<file path="src/hdl/lfu_pkg.sv">
// ============================================================================
// lfu_pkg - shared types and constants for the LFU cache table
// Holds the entry layout, the request codes, the controller states and the
// command and status bundles that pass between the controller and datapath.
// ============================================================================
package lfu_pkg;

    // Field widths of one request and one table entry.
    localparam int KEY_W   = 32;
    localparam int VALUE_W = 32;
    localparam int COUNT_W = 32;
    localparam int STAMP_W = 64;
    localparam int CFG_W   = 5;

    // Default table depth and reset value of the capacity register.
    localparam int                CAPACITY_DEF = 16;
    localparam logic [CFG_W-1:0]  CFG_RESET    = 5'd16;

    // Request codes.
    localparam logic FUNC_GET = 1'b0;
    localparam logic FUNC_PUT = 1'b1;

    // One stored entry, as kept in the table memory.
    typedef struct packed {
        logic [KEY_W-1:0]   key;
        logic [VALUE_W-1:0] value;
        logic [COUNT_W-1:0] count;
        logic [STAMP_W-1:0] stamp;
    } t_entry;

    // Controller states.
    typedef enum logic [1:0] {
        S_IDLE,
        S_SCAN,
        S_DRAIN,
        S_UPDATE
    } t_state;

    // Commands from controller to datapath.
    typedef struct packed {
        logic start;   // latch a request beat and begin a new search
        logic scan;    // read the next table entry
        logic commit;  // write back the chosen entry and load the result
    } t_cmd;

    // Status from datapath to controller.
    typedef struct packed {
        logic last_addr;  // the scan address points at the last entry
        logic out_busy;   // the result register holds a beat not yet taken
    } t_sts;

endpackage

</file>
<file path="src/hdl/lfu_if.sv">
// ============================================================================
// lfu_if - request and response channel interfaces
// Valid/ready channels; a beat moves on a clock edge with valid and ready high.
// ============================================================================

// Request channel: one get or put per beat.
interface lfu_req_if;
    logic                         valid;
    logic                         ready;
    logic                         func;
    logic [lfu_pkg::KEY_W-1:0]    key;
    logic [lfu_pkg::VALUE_W-1:0]  value;

    modport source (output valid, func, key, value, input ready);
    modport sink   (input valid, func, key, value, output ready);
endinterface

// Response channel: one result per request.
interface lfu_rsp_if;
    logic                         valid;
    logic                         ready;
    logic                         hit;
    logic [lfu_pkg::VALUE_W-1:0]  read_value;

    modport source (output valid, hit, read_value, input ready);
    modport sink   (input valid, hit, read_value, output ready);
endinterface

</file>
<file path="src/hdl/lfu_ram.sv">
// ============================================================================
// lfu_ram - generic simple dual-port RAM
// One write port and one read port, read data registered.
// ============================================================================
module lfu_ram #(
    parameter int WIDTH = 8,
    parameter int DEPTH = 16
) (
    input  logic                     i_clk,
    input  logic                     i_we,
    input  logic [$clog2(DEPTH)-1:0] i_waddr,
    input  logic [WIDTH-1:0]         i_wdata,
    input  logic [$clog2(DEPTH)-1:0] i_raddr,
    output logic [WIDTH-1:0]         o_rdata
);

    logic [WIDTH-1:0] r_mem [DEPTH];
    logic [WIDTH-1:0] r_rdata;

    // Write port and registered read port.
    always_ff @(posedge i_clk) begin
        if (i_we) begin
            r_mem[i_waddr] <= i_wdata;
        end
        r_rdata <= r_mem[i_raddr];
    end

    assign o_rdata = r_rdata;

endmodule

</file>
<file path="src/hdl/lfu_ctrl.sv">
// ============================================================================
// lfu_ctrl - request sequencer for the LFU cache table
// Accepts a request, walks the datapath through the table scan, then commits
// the update once the result register is free.
// ============================================================================
module lfu_ctrl (
    input  logic          i_clk,
    input  logic          i_rst_n,
    input  logic          i_req_valid,
    output logic          o_req_ready,
    input  lfu_pkg::t_sts i_sts,
    output lfu_pkg::t_cmd o_cmd
);

    lfu_pkg::t_state r_state;
    lfu_pkg::t_state n_state;

    // State register.
    always_ff @(posedge i_clk) begin
        if (!i_rst_n) begin
            r_state <= lfu_pkg::S_IDLE;
        end else begin
            r_state <= n_state;
        end
    end

    // Next state and commands.
    always_comb begin
        n_state      = r_state;
        o_req_ready  = 1'b0;
        o_cmd        = '0;
        case (r_state)
            lfu_pkg::S_IDLE: begin
                o_req_ready = 1'b1;
                if (i_req_valid) begin
                    o_cmd.start = 1'b1;
                    n_state     = lfu_pkg::S_SCAN;
                end
            end
            lfu_pkg::S_SCAN: begin
                o_cmd.scan = 1'b1;
                if (i_sts.last_addr) begin
                    n_state = lfu_pkg::S_DRAIN;
                end
            end
            lfu_pkg::S_DRAIN: begin
                // The last entry read is evaluated in this cycle.
                n_state = lfu_pkg::S_UPDATE;
            end
            lfu_pkg::S_UPDATE: begin
                if (!i_sts.out_busy) begin
                    o_cmd.commit = 1'b1;
                    n_state      = lfu_pkg::S_IDLE;
                end
            end
            default: begin
                n_state = lfu_pkg::S_IDLE;
            end
        endcase
    end

    // A scan that reaches the last address always drains next.
    a_scan_drains: assert property (@(posedge i_clk) disable iff (!i_rst_n)
        (r_state == lfu_pkg::S_SCAN && i_sts.last_addr) |=> (r_state == lfu_pkg::S_DRAIN))
        else $error("scan did not end in drain");

    // No commit while a result beat is still held back.
    a_commit_free: assert property (@(posedge i_clk) disable iff (!i_rst_n)
        o_cmd.commit |-> !i_sts.out_busy)
        else $error("commit while result register busy");

endmodule

</file>
<file path="src/hdl/lfu_dp.sv">
// ============================================================================
// lfu_dp - datapath of the LFU cache table
// Table memory, valid bits, the running key-match and victim search, the
// global stamp, the capacity register and the result register.
// ============================================================================
module lfu_dp #(
    parameter int CAPACITY = lfu_pkg::CAPACITY_DEF
) (
    input  logic                         i_clk,
    input  logic                         i_rst_n,
    input  lfu_pkg::t_cmd                i_cmd,
    output lfu_pkg::t_sts                o_sts,
    input  logic                         i_req_func,
    input  logic [lfu_pkg::KEY_W-1:0]    i_req_key,
    input  logic [lfu_pkg::VALUE_W-1:0]  i_req_value,
    input  logic                         i_cfg_we,
    input  logic [lfu_pkg::CFG_W-1:0]    i_cfg_data,
    output logic                         o_rsp_valid,
    input  logic                         i_rsp_ready,
    output logic                         o_rsp_hit,
    output logic [lfu_pkg::VALUE_W-1:0]  o_rsp_read_value
);

    localparam int IW = $clog2(CAPACITY);
    localparam int CW = $clog2(CAPACITY + 1);
    localparam int EW = (CW > lfu_pkg::CFG_W) ? CW : lfu_pkg::CFG_W;
    localparam int ENTRY_W = $bits(lfu_pkg::t_entry);
    localparam logic [IW-1:0] LAST_IDX = IW'(CAPACITY - 1);
    localparam logic [EW-1:0] CAP_E    = EW'(CAPACITY);

    // Control registers.
    logic [lfu_pkg::CFG_W-1:0]   r_cfg;
    logic [lfu_pkg::STAMP_W-1:0] r_stamp;
    logic [CAPACITY-1:0]         r_valid;
    logic                        r_ev_vld;
    logic                        r_out_valid;
    logic                        r_found;
    logic                        r_have_victim;
    logic                        r_have_free;
    logic [CW-1:0]               r_used;
    logic [IW-1:0]               r_idx;

    // Payload registers.
    logic                          r_func;
    logic [lfu_pkg::KEY_W-1:0]     r_key;
    logic [lfu_pkg::VALUE_W-1:0]   r_value;
    logic [IW-1:0]                 r_ev_idx;
    logic [IW-1:0]                 r_match_idx;
    logic [lfu_pkg::VALUE_W-1:0]   r_match_val;
    logic [lfu_pkg::COUNT_W-1:0]   r_match_cnt;
    logic [IW-1:0]                 r_victim_idx;
    logic [lfu_pkg::COUNT_W-1:0]   r_victim_cnt;
    logic [lfu_pkg::STAMP_W-1:0]   r_victim_stamp;
    logic [IW-1:0]                 r_free_idx;
    logic                          r_out_hit;
    logic [lfu_pkg::VALUE_W-1:0]   r_out_val;

    logic [ENTRY_W-1:0]  w_rdata;
    lfu_pkg::t_entry     w_rd;
    lfu_pkg::t_entry     w_new;
    logic                w_rd_valid;
    logic                w_match;
    logic                w_better;
    logic [EW-1:0]       w_cfg_e;
    logic [EW-1:0]       w_eff;
    logic                w_full;
    logic [IW-1:0]       w_slot;
    logic                w_we;

    // Table memory: one read per scan cycle, at most one write per commit.
    lfu_ram #(
        .WIDTH (ENTRY_W),
        .DEPTH (CAPACITY)
    ) u_table (
        .i_clk   (i_clk),
        .i_we    (w_we),
        .i_waddr (w_slot),
        .i_wdata (w_new),
        .i_raddr (r_idx),
        .o_rdata (w_rdata)
    );

    // Evaluation of the entry read in the previous cycle.
    assign w_rd       = lfu_pkg::t_entry'(w_rdata);
    assign w_rd_valid = r_ev_vld && r_valid[r_ev_idx];
    assign w_match    = w_rd_valid && (w_rd.key == r_key) && !r_found;
    assign w_better   = !r_have_victim || (w_rd.count < r_victim_cnt) ||
                        ((w_rd.count == r_victim_cnt) && (w_rd.stamp < r_victim_stamp));

    // Effective capacity: zero acts as one, larger than the table acts as full depth.
    assign w_cfg_e = EW'(r_cfg);
    always_comb begin
        if (r_cfg == '0) begin
            w_eff = EW'(1);
        end else if (w_cfg_e > CAP_E) begin
            w_eff = CAP_E;
        end else begin
            w_eff = w_cfg_e;
        end
    end
    assign w_full = EW'(r_used) >= w_eff;

    // Slot choice: the match, else the victim when full, else a free slot, else the victim.
    always_comb begin
        if (r_found) begin
            w_slot = r_match_idx;
        end else if (w_full && r_have_victim) begin
            w_slot = r_victim_idx;
        end else if (r_have_free) begin
            w_slot = r_free_idx;
        end else begin
            w_slot = r_victim_idx;
        end
    end

    // Entry written back: hits bump the saturating count, new keys start at one.
    always_comb begin
        w_new.key   = r_key;
        w_new.stamp = r_stamp;
        if (r_found && (r_func == lfu_pkg::FUNC_GET)) begin
            w_new.value = r_match_val;
        end else begin
            w_new.value = r_value;
        end
        if (!r_found) begin
            w_new.count = lfu_pkg::COUNT_W'(1);
        end else if (r_match_cnt == '1) begin
            w_new.count = r_match_cnt;
        end else begin
            w_new.count = r_match_cnt + lfu_pkg::COUNT_W'(1);
        end
    end

    // A get that misses leaves the table untouched.
    assign w_we = i_cmd.commit && (r_found || (r_func == lfu_pkg::FUNC_PUT));

    // Control state: capacity, stamp, valid bits, search flags, result valid.
    always_ff @(posedge i_clk) begin
        if (!i_rst_n) begin
            r_cfg         <= lfu_pkg::CFG_RESET;
            r_stamp       <= '0;
            r_valid       <= '0;
            r_ev_vld      <= 1'b0;
            r_out_valid   <= 1'b0;
            r_found       <= 1'b0;
            r_have_victim <= 1'b0;
            r_have_free   <= 1'b0;
            r_used        <= '0;
            r_idx         <= '0;
        end else begin
            if (i_cfg_we) begin
                r_cfg <= i_cfg_data;
            end
            r_ev_vld <= i_cmd.scan;
            if (i_cmd.start) begin
                r_stamp       <= r_stamp + lfu_pkg::STAMP_W'(1);
                r_found       <= 1'b0;
                r_have_victim <= 1'b0;
                r_have_free   <= 1'b0;
                r_used        <= '0;
                r_idx         <= '0;
            end else begin
                if (i_cmd.scan) begin
                    r_idx <= r_idx + IW'(1);
                end
                if (w_match) begin
                    r_found <= 1'b1;
                end
                if (w_rd_valid) begin
                    r_used <= r_used + CW'(1);
                    if (w_better) begin
                        r_have_victim <= 1'b1;
                    end
                end else if (r_ev_vld && !r_have_free) begin
                    r_have_free <= 1'b1;
                end
            end
            if (w_we) begin
                r_valid[w_slot] <= 1'b1;
            end
            if (i_cmd.commit) begin
                r_out_valid <= 1'b1;
            end else if (i_rsp_ready) begin
                r_out_valid <= 1'b0;
            end
        end
    end

    // Request latch, search candidates and result payload.
    always_ff @(posedge i_clk) begin
        if (i_cmd.start) begin
            r_func  <= i_req_func;
            r_key   <= i_req_key;
            r_value <= i_req_value;
        end
        r_ev_idx <= r_idx;
        if (w_match) begin
            r_match_idx <= r_ev_idx;
            r_match_val <= w_rd.value;
            r_match_cnt <= w_rd.count;
        end
        if (w_rd_valid && w_better) begin
            r_victim_idx   <= r_ev_idx;
            r_victim_cnt   <= w_rd.count;
            r_victim_stamp <= w_rd.stamp;
        end
        if (r_ev_vld && !r_valid[r_ev_idx] && !r_have_free) begin
            r_free_idx <= r_ev_idx;
        end
        if (i_cmd.commit) begin
            r_out_hit <= r_found;
            if (r_found && (r_func == lfu_pkg::FUNC_GET)) begin
                r_out_val <= r_match_val;
            end else begin
                r_out_val <= '0;
            end
        end
    end

    // Status and result outputs.
    assign o_sts.last_addr = (r_idx == LAST_IDX);
    assign o_sts.out_busy  = r_out_valid && !i_rsp_ready;
    assign o_rsp_valid      = r_out_valid;
    assign o_rsp_hit        = r_out_hit;
    assign o_rsp_read_value = r_out_val;

    // Every commit presents a result beat in the next cycle.
    a_commit_result: assert property (@(posedge i_clk) disable iff (!i_rst_n)
        i_cmd.commit |=> r_out_valid)
        else $error("commit without result beat");

    // A new search starts with empty match and occupancy state.
    a_start_clears: assert property (@(posedge i_clk) disable iff (!i_rst_n)
        i_cmd.start |=> (!r_found && (r_used == '0) && (r_idx == '0)))
        else $error("search state not cleared on start");

    // The slot written by a commit is valid afterwards.
    a_slot_valid: assert property (@(posedge i_clk) disable iff (!i_rst_n)
        w_we |=> r_valid[$past(w_slot)])
        else $error("written slot not marked valid");

endmodule

</file>
<file path="src/hdl/lfu_cache_table.sv">
// ============================================================================
// lfu_cache_table - least-frequently-used cache table
// Fixed-capacity key/value table with LFU replacement; ties go to the oldest
// stamp, then to the lowest slot.
// ============================================================================
//
//  Port        Direction  Beat contents
//  ----------  ---------  ------------------------------------------------
//  i_req       sink       func (0 get, 1 put), key, value
//  o_rsp       source     hit, read_value (value on a get hit, else 0)
//  i_cfg_*     write      capacity_in_use (5 bits), no read-back
//
//  A request scans every entry: the table memory has one read port and the
//  scan reads one entry per cycle, then the last entry is evaluated and the
//  chosen entry is written back. The request side is ready only between
//  requests. The result sits in an output register; a stalled result delays
//  only the write-back of the following request.
//  Reset clears all valid bits at once, the stamp to zero and capacity to 16.
//
module lfu_cache_table #(
    parameter int CAPACITY = lfu_pkg::CAPACITY_DEF
) (
    input  logic                       i_clk,
    input  logic                       i_rst_n,
    lfu_req_if.sink                    i_req,
    lfu_rsp_if.source                  o_rsp,
    input  logic                       i_cfg_we,
    input  logic [lfu_pkg::CFG_W-1:0]  i_cfg_data
);

    lfu_pkg::t_cmd w_cmd;
    lfu_pkg::t_sts w_sts;

    // Sequencer.
    lfu_ctrl u_ctrl (
        .i_clk       (i_clk),
        .i_rst_n     (i_rst_n),
        .i_req_valid (i_req.valid),
        .o_req_ready (i_req.ready),
        .i_sts       (w_sts),
        .o_cmd       (w_cmd)
    );

    // Table, search and result datapath.
    lfu_dp #(
        .CAPACITY (CAPACITY)
    ) u_dp (
        .i_clk            (i_clk),
        .i_rst_n          (i_rst_n),
        .i_cmd            (w_cmd),
        .o_sts            (w_sts),
        .i_req_func       (i_req.func),
        .i_req_key        (i_req.key),
        .i_req_value      (i_req.value),
        .i_cfg_we         (i_cfg_we),
        .i_cfg_data       (i_cfg_data),
        .o_rsp_valid      (o_rsp.valid),
        .i_rsp_ready      (o_rsp.ready),
        .o_rsp_hit        (o_rsp.hit),
        .o_rsp_read_value (o_rsp.read_value)
    );

endmodule
</file>
<file path="src/flat_wrapper.sv">
// flat-port wrapper written by rule: the top's interface ports become plain ports
module lfu_cache_table_flat 
#(
    parameter int CAPACITY = lfu_pkg::CAPACITY_DEF
)
  (i_clk, i_rst_n, i_cfg_we, i_cfg_data, i_req_valid, i_req_func, i_req_key, i_req_value, i_req_ready, o_rsp_valid, o_rsp_hit, o_rsp_read_value, o_rsp_ready);
  lfu_req_if i_req_i ();
  lfu_rsp_if o_rsp_i ();
  input  logic i_clk;
  input  logic i_rst_n;
  input  logic i_cfg_we;
  input  logic [lfu_pkg::CFG_W-1:0] i_cfg_data;
  input wire logic [$bits(i_req_i.valid)-1:0] i_req_valid;
  input wire logic [$bits(i_req_i.func)-1:0] i_req_func;
  input wire logic [$bits(i_req_i.key)-1:0] i_req_key;
  input wire logic [$bits(i_req_i.value)-1:0] i_req_value;
  output wire logic [$bits(i_req_i.ready)-1:0] i_req_ready;
  output wire logic [$bits(o_rsp_i.valid)-1:0] o_rsp_valid;
  output wire logic [$bits(o_rsp_i.hit)-1:0] o_rsp_hit;
  output wire logic [$bits(o_rsp_i.read_value)-1:0] o_rsp_read_value;
  input wire logic [$bits(o_rsp_i.ready)-1:0] o_rsp_ready;
  assign i_req_i.valid = i_req_valid;
  assign i_req_i.func = i_req_func;
  assign i_req_i.key = i_req_key;
  assign i_req_i.value = i_req_value;
  assign i_req_ready = i_req_i.ready;
  assign o_rsp_valid = o_rsp_i.valid;
  assign o_rsp_hit = o_rsp_i.hit;
  assign o_rsp_read_value = o_rsp_i.read_value;
  assign o_rsp_i.ready = o_rsp_ready;
  lfu_cache_table #(.CAPACITY(CAPACITY)) u_core (.i_clk(i_clk), .i_rst_n(i_rst_n), .i_req(i_req_i), .o_rsp(o_rsp_i), .i_cfg_we(i_cfg_we), .i_cfg_data(i_cfg_data));
endmodule
</file>
<file path="config.mk">
export PLATFORM = sky130hd
export DESIGN_NAME = lfu_cache_table_flat
export DESIGN_NICKNAME = d
export VERILOG_FILES = /design/src/hdl/lfu_pkg.sv /design/src/hdl/lfu_if.sv /design/src/hdl/lfu_ram.sv /design/src/hdl/lfu_ctrl.sv /design/src/hdl/lfu_dp.sv /design/src/hdl/lfu_cache_table.sv /design/src/flat_wrapper.sv
export SDC_FILE = /design/constraint.sdc
export NUM_CORES = 2
export LEC_CHECK = 0
export ABC_CLOCK_PERIOD_IN_PS = 9000
export BUFFER_PORTS_ARGS = -buffer_cell sky130_fd_sc_hd__buf_2
export CAP_MARGIN = 20
export CORE_MARGIN = 2
export CORE_UTILIZATION = 57
export CTS_CLUSTER_SIZE = 8
export DETAILED_ROUTE_END_ITERATION = 10
export PLACE_DENSITY = 0.76
export SYNTH_ARGS = -nofsm -noshare
export SYNTH_HDL_FRONTEND = slang
export SYNTH_SLANG_ARGS = --single-unit
export TNS_END_PERCENT = 1
</file>
<file path="constraint.sdc">
create_clock -name i_clk -period 9 [get_ports i_clk]
set_input_delay 0.45 -clock i_clk [delete_from_list [all_inputs] [get_ports i_clk]]
set_output_delay 0.45 -clock i_clk [all_outputs]
set_load 0.01 [all_outputs]
</file>
## Word level (Yosys, flattened, before mapping)

Memories as Yosys holds them, arrays and structs flattened. A register that Yosys moved wholly into a read port is not among the register bits.
Cells that the tools add are included.

- Bits in registers: 375
- Latch bits: 0
- RAM bits: 2560
- Bits in read-only memories: 0
- Input bits: 75
- Logic and storage cells: 104
- Memories kept: 1

- Add/subtract/negate cells: 4
- Multipliers: 0
- Div/mod/pow operators: 0
- $lt $le $gt $ge: 7
- Eq/ne operators: 10
- Shift-type cells: 0
- Mux-type cells: 26
- Bitwise gates (word level): 4
- Reduce and logical (&&, ||, !) cells: 28

Memory list:

| memory | depth | bits a word | rd ports | clocked after memory_dff | wr ports | RTL line | source |
|---|---|---|---|---|---|---|---|
| u_core.u_dp.u_table.r_mem | 16 | 160 | 1 | 1 | 1 | lfu_ram.sv:17 | `logic [WIDTH-1:0] r_mem [DEPTH];` |

Operators with widths:

| kind | number |
|---|---|
| two-way mux 32 bit | 3 |
| adder 64 x 1 -> 64 bit (second input constant) | 1 |
| equality test 32 bit | 2 |
| < comparator 64 bit | 1 |
| adder 32 x 1 -> 32 bit (second input constant) | 1 |
| equality test 32 bit (second input constant) | 1 |
| < comparator 32 bit | 1 |
| OR 16 bit | 1 |
| logical AND 1 bit | 13 |
| two-way mux 1 bit | 12 |
| two-way mux 4 bit | 3 |
| < comparator 4 x 5 -> 1 bit (second input constant) | 2 |
| two-way mux 5 bit | 2 |
| case mux 2 bit (4 select lines) | 1 |
| two-way mux 2 bit | 3 |
| inequality test 2 bit (second input constant) | 3 |
| adder 5 x 1 -> 5 bit (second input constant) | 1 |
| >= comparator 5 bit | 1 |
| greater-than comparator 5 bit (second input constant) | 1 |
| logical NOT 1 bit | 5 |
| logical NOT 5 bit | 1 |
| adder 4 x 1 -> 4 bit (second input constant) | 1 |
| binary-select mux 1 bit (select 4 bit) | 1 |
| demux 1 bit (select 4 bit) | 1 |
| other kinds (11) | 17 |

## Depth between registers and ports, before layout

- Depth in word-level cells: 12
- Gate-level depth with buffers: 12
- Depth with buffers taken out: 11

## By module

Synthesis repeated with hierarchy kept, for this count alone.

- Cell total of the unflattened synthesis: 5586
- Area total of the unflattened synthesis: 116326.6 µm²

By module, submodules not included:

| module | instances | cells an instance | area an instance (µm²) | seq. area each (µm²) |
|---|---|---|---|---|
| lfu_ram | 1 | 4191 | 99300.2 | 80076.8 |
| lfu_dp | 1 | 1376 | 16859.9 | 10169.8 |
| lfu_ctrl | 1 | 19 | 166.4 | 40.0 |

## Worst setup path after synthesis

No wires, ideal clock.

- Kind: reg-to-reg
- Start point: register u_core.u_dp.r_victim_cnt[27] (netlist name)
- End point: register u_core.u_dp.r_victim_cnt[0] (netlist name) (enable)
- Data arrival time: 8628 ps
- Path slack: -325 ps
- Cell stages (with the launch flop): 9
- Cells stage by stage: edfxtp_1 -> inv_1 -> ha_1 -> nand4_1 -> nor4_1 -> o2111ai_1 -> nor2_1 -> o2111ai_1 -> o21ai_0

- Word-level cells in the longest chain between the ends: 4
- Elaborated cells between the ends (all ways): 6
- Those cells by class: 1 x order compare; 1 x eq/ne; 4 x reduce/logical

Ends and longest elaborated chain:

| item | RTL line | source |
|---|---|---|
| start: declaration | lfu_dp.sv:52 | `logic [lfu_pkg::COUNT_W-1:0] r_victim_cnt;` |
| start signal: assignment | lfu_dp.sv:204 | `r_victim_cnt <= w_rd.count;` |
| < comparator 32 bit or equality test 32 bit (tied branches) | lfu_dp.sv:87, lfu_dp.sv:88 |  |
| logical OR 1 bit or logical AND 1 bit (tied branches) | lfu_dp.sv:87, lfu_dp.sv:88 |  |
| logical OR 1 bit * | lfu_dp.sv:87 | `assign w_better = !r_have_victim \|\| (w_rd.count < r_victim_cnt) \|\|` |
| logical AND 1 bit * | lfu_dp.sv:202 | `if (w_rd_valid && w_better) begin` |

Mark *: on every way between the ends. The rest lies on a longest branch, timed or not.
A chain may end at the register's enable or synchronous reset.

## Worst setup path after layout

- Start point: register u_core.u_dp.r_cfg[1] (netlist name)
- End point: memory u_core.u_dp.u_table.r_mem[7][133] (netlist name) (enable)

- Word-level cells in the longest chain between the ends: 7
- Elaborated cells between the ends (all ways): 8
- Those cells by class: 2 x order compare; 4 x mux; 2 x reduce/logical

Ends and longest elaborated chain:

| item | RTL line | source |
|---|---|---|
| start: declaration | lfu_dp.sv:32 | `logic [lfu_pkg::CFG_W-1:0] r_cfg;` |
| start signal: assignment | lfu_dp.sv:140 | `r_cfg <= lfu_pkg::CFG_RESET;` |
| start signal: assignment | lfu_dp.sv:152 | `r_cfg <= i_cfg_data;` |
| greater-than comparator 5 bit | lfu_dp.sv:95 | `end else if (w_cfg_e > CAP_E) begin` |
| two-way mux 5 bit | lfu_dp.sv:95 |  |
| two-way mux 5 bit * | lfu_dp.sv:93 | `if (r_cfg == '0) begin` |
| >= comparator 5 bit * | lfu_dp.sv:101 | `assign w_full = EW'(r_used) >= w_eff;` |
| logical AND 1 bit * | lfu_dp.sv:107 | `end else if (w_full && r_have_victim) begin` |
| two-way mux 4 bit * | lfu_dp.sv:107 |  |
| two-way mux 4 bit * | lfu_dp.sv:105 | `if (r_found) begin` |
| end: declaration | lfu_ram.sv:17 |  |

Marks and branches as above.

==> key figures <==
Route
  • Antenna-violating nets left: 0
  • DRC viols: 0
  • Initial DRT Pass Iterations: 5
  • Initial DRC count: 6612
  • Total wire length: 265700 um
  • Vias per inst: 6.422
  • Via count: 55463
  • Wire length per cell: 30.77 um

Final layout
  • Final net count: 5799
  • Fillers: 12137
  • Ant diodes: 0
  • Layout cell share with drive strength beyond 1: 26.12%
  • Post-route insts no fill: 8637
  • Fin area: 0.1335 mm^2
  • Area Growth Syn to Fin: 14.96%
  • Finished Core Util: 65.98%

Yosys
  • Post-synth top cells: edfxtp_1, mux4_2, dfxtp_1
  • Sequential fraction of the synthesis area: 77.75%
  • Yosys warns: 0
  • Syn_nets: 5293
  • Number of synthesized flops with an enable pin: 2830
  • Top FF cell, synth: edfxtp_1
  • Synth cell types: 67
  • Yosys top cell area share: 73.18%
  • Cells after Synth: 5110
  • Synth Cell Area: 0.1161 mm^2
  • Cell taking the most area after synthesis: edfxtp_1
  • Synth Register Bits: 3095
  • Synth Area per Inst: 22.72 um^2
  • Top-count cell post-synth: edfxtp_1
  • Top post-synthesis cells by area: edfxtp_1, mux4_2, dfxtp_1
  • Ys async rst share: 0%

Worst setup path
  • CP delay by family, top: simple AND/OR/NAND/NOR gates
  • CP bufs+invs: 1
  • CP max-delay cell: buf_4
  • Most used cell, CP: nor2_1
  • Cells along the critical path: nor3_1, nor2_1, nor2_1, ha_1, nor2b_1, o21ai_2, and4_4, nor4_1, nand3_1, nor2_4, buf_4
  • CP required: 9530 ps
  • Crit end category: register
  • Worst Path Arrival: 5160 ps
  • CP Class: register to register
  • Worst setup SP type: register
  • CP max FO: 57
  • Critical path's largest stage delay: 910 ps

Timing
  • Final min period: 4624 ps
  • Rel. slew slack: 22.98%
  • Measured slew at the worst slew-check pin: 1155 ps
  • Setup violators final: 0
  • RSZ-0062 raised after global routing: false
  • Final WS setup: 4376 ps
  • Hold violation count in the final report: 0
  • F_max: 216.3 MHz
  • Final Slew Violations: 0
  • Crit share post-route: 51.37%
  • Layout Skew: 86.16 ps
  • Setup TNS: 0 ps

Die
  • Die width: 455.4 um
  • Die height: 455.4 um
  • Core region area: 0.2023 mm^2
  • Die area: 0.2073 mm^2
  • # rows: 165
  • Starting density of the core: 57.39%
  • Ports: 110

Place
  • Dpl hpwl: 125600 um
  • IO buf count: 109
  • Final RePlAce weighted congestion: 0.8130
  • Dpl cells: 7763
  • Post-place setup slack: 4447 ps
  • Post-DP Area: 0.1202 mm^2

GRT
  • Total global-route track usage: 25.98%
  • Antenna violations before repair: 10
  • Met2 Use GR: 42.63%
  • Vias in the first global route: 58185
  • Largest net degree at the start of global routing: 138
  • Global-route wire length before repair: 391900 um
  • Global route overflow: 0
  • Met1 Use GR: 35.97%
  • Grt met3 use: 5.000%
  • Layer with the highest usage: met2

Run
  • Maxcap violations: 0

Run status
  • Status: finished, final reports clean

Clock tree
  • Clock slew at reported path FFs: 50 ps
  • Sink Count: 3095
  • Cts repair resizes: 0
  • Clk root buf: clkbuf_16
  • Longest Clk Path Bufs: 4
  • H-tree depth: 5
  • CTS tree: yes
  • Post-CTS Repair Setup Buffers: 0
  • Num CTS Buffers: 437
  • Worst skew pair latency: 1000 ps

Power and ir drop
  • Worst VDD drop: 192.6 uV
  • Leakage: 43.83 nW
  • Pwr Density: 258.0 mW/mm^2

Worst hold path
  • Worst min path class: primary input to register
worst paths after layout:
kind | from | to | slack, ps | cells after the start
min | i_req_value[9] | u_core.u_dp.r_value[9] | 180 | 2
max | u_core.u_dp.r_cfg[1] | u_core.u_dp.u_table.r_mem[7][133] | 4380 | 11
min reg2reg | u_core.u_dp.u_table.o_rdata[127] | u_core.u_dp.r_match_val[31] | 360 | 0
max reg2reg | u_core.u_dp.r_cfg[1] | u_core.u_dp.u_table.r_mem[7][133] | 4380 | 11
cell usage in the layout, fill, tap and decap left out, drive strengths merged, types with 4 or more instances in the layout:
master,count
a2111oi,4
a211o,4
a211oi,7
a21o,7
a21oi,53
and2,43
and3,14
and4,17
buf,200
clkbuf,779
clkinv,6
dfxtp,265
dlygate4sd3,77
edfxtp,2830
ha,108
inv,127
mux2,33
mux2i,7
mux4,804
nand2,72
nand2b,5
nand3,38
nand4,49
nor2,136
nor2b,6
nor3,30
nor4,21
o211ai,7
o21a,17
o21ai,35
or3,20
xnor2,68
xor2,47
sequential cells by signal, summed over array words and instances, names as in the netlist, 64 cells and up:
register / flops
u_core.u_dp.r_victim_stamp: 64
u_core.u_dp.u_table.r_mem: 2560
u_core.u_dp.r_stamp: 64
u_core.u_dp.u_table.o_rdata: 160
kinds of logic after synthesis:
family          Yosys count  share of synthesized area, %
compound gates          155                        0.8566
xor+xnor                115                        0.8674
flops                  3095                         77.75
fa+ha+maj               108                         1.164
buf+inv                 335                         1.157
mux                     844                         15.97
simple gates            458                         2.227
what timing repair did:
item	CTS	global route
hold buffers	77	0
endpoints found under the hold margin	87	0
endpoints found under the setup margin	0	0
area by class of cell:
class                           count  area (um^2)  area share, %
Timing Repair Buffer              277         2318          1.737
Tap cell                         2672         3343          2.504
Clock buffer                      779        12290          9.209
Multi-Input combinational cell   1680        24620          18.44
Sequential cell                  3095        90300          67.64
Inverter                          125        471.7         0.3534
Clock inverter                      9        143.9         0.1078
report_power, final:
group	switching, mW	total (mW)	leakage [nW]	internal [mW]
clock	5.78	14.9	5.89	9.11
combinational	1.52	2.99	8.61	1.47
sequential	0.384	16.6	29.3	16.2
total	7.69	34.4	43.8	26.8
stage by stage:
| step | power (mW) | hold slack (ps) |
|---|---|---|
| after floorplan | 18.92 | 329.0 |
| after global placement | 19.73 | 388.4 |
| after detailed placement | 19.78 | 388.7 |
| after CTS | 34.66 | 117.6 |
| after global routing | 35.44 | 167.6 |
| final | 34.44 | 175.0 |
layer usage:
metal  vias up  wire length [um]
met1     29377            101800
met2      3164            134400
li1      22399                 -
met3       521             22730
met5         -                13
met4         2              6757
worst register-to-register path, stage by stage (launching register included):
cell     delay (ps)
dfxtp_1         350
nor3_1          240
nor2_1           60
nor2_1          140
ha_1            250
nor2b_1         160
o21ai_2         130
and4_4          210
nor4_1          400
nand3_1         480
nor2_4          800
buf_4           920
Note: power is estimated with default switching activity, not from simulation.
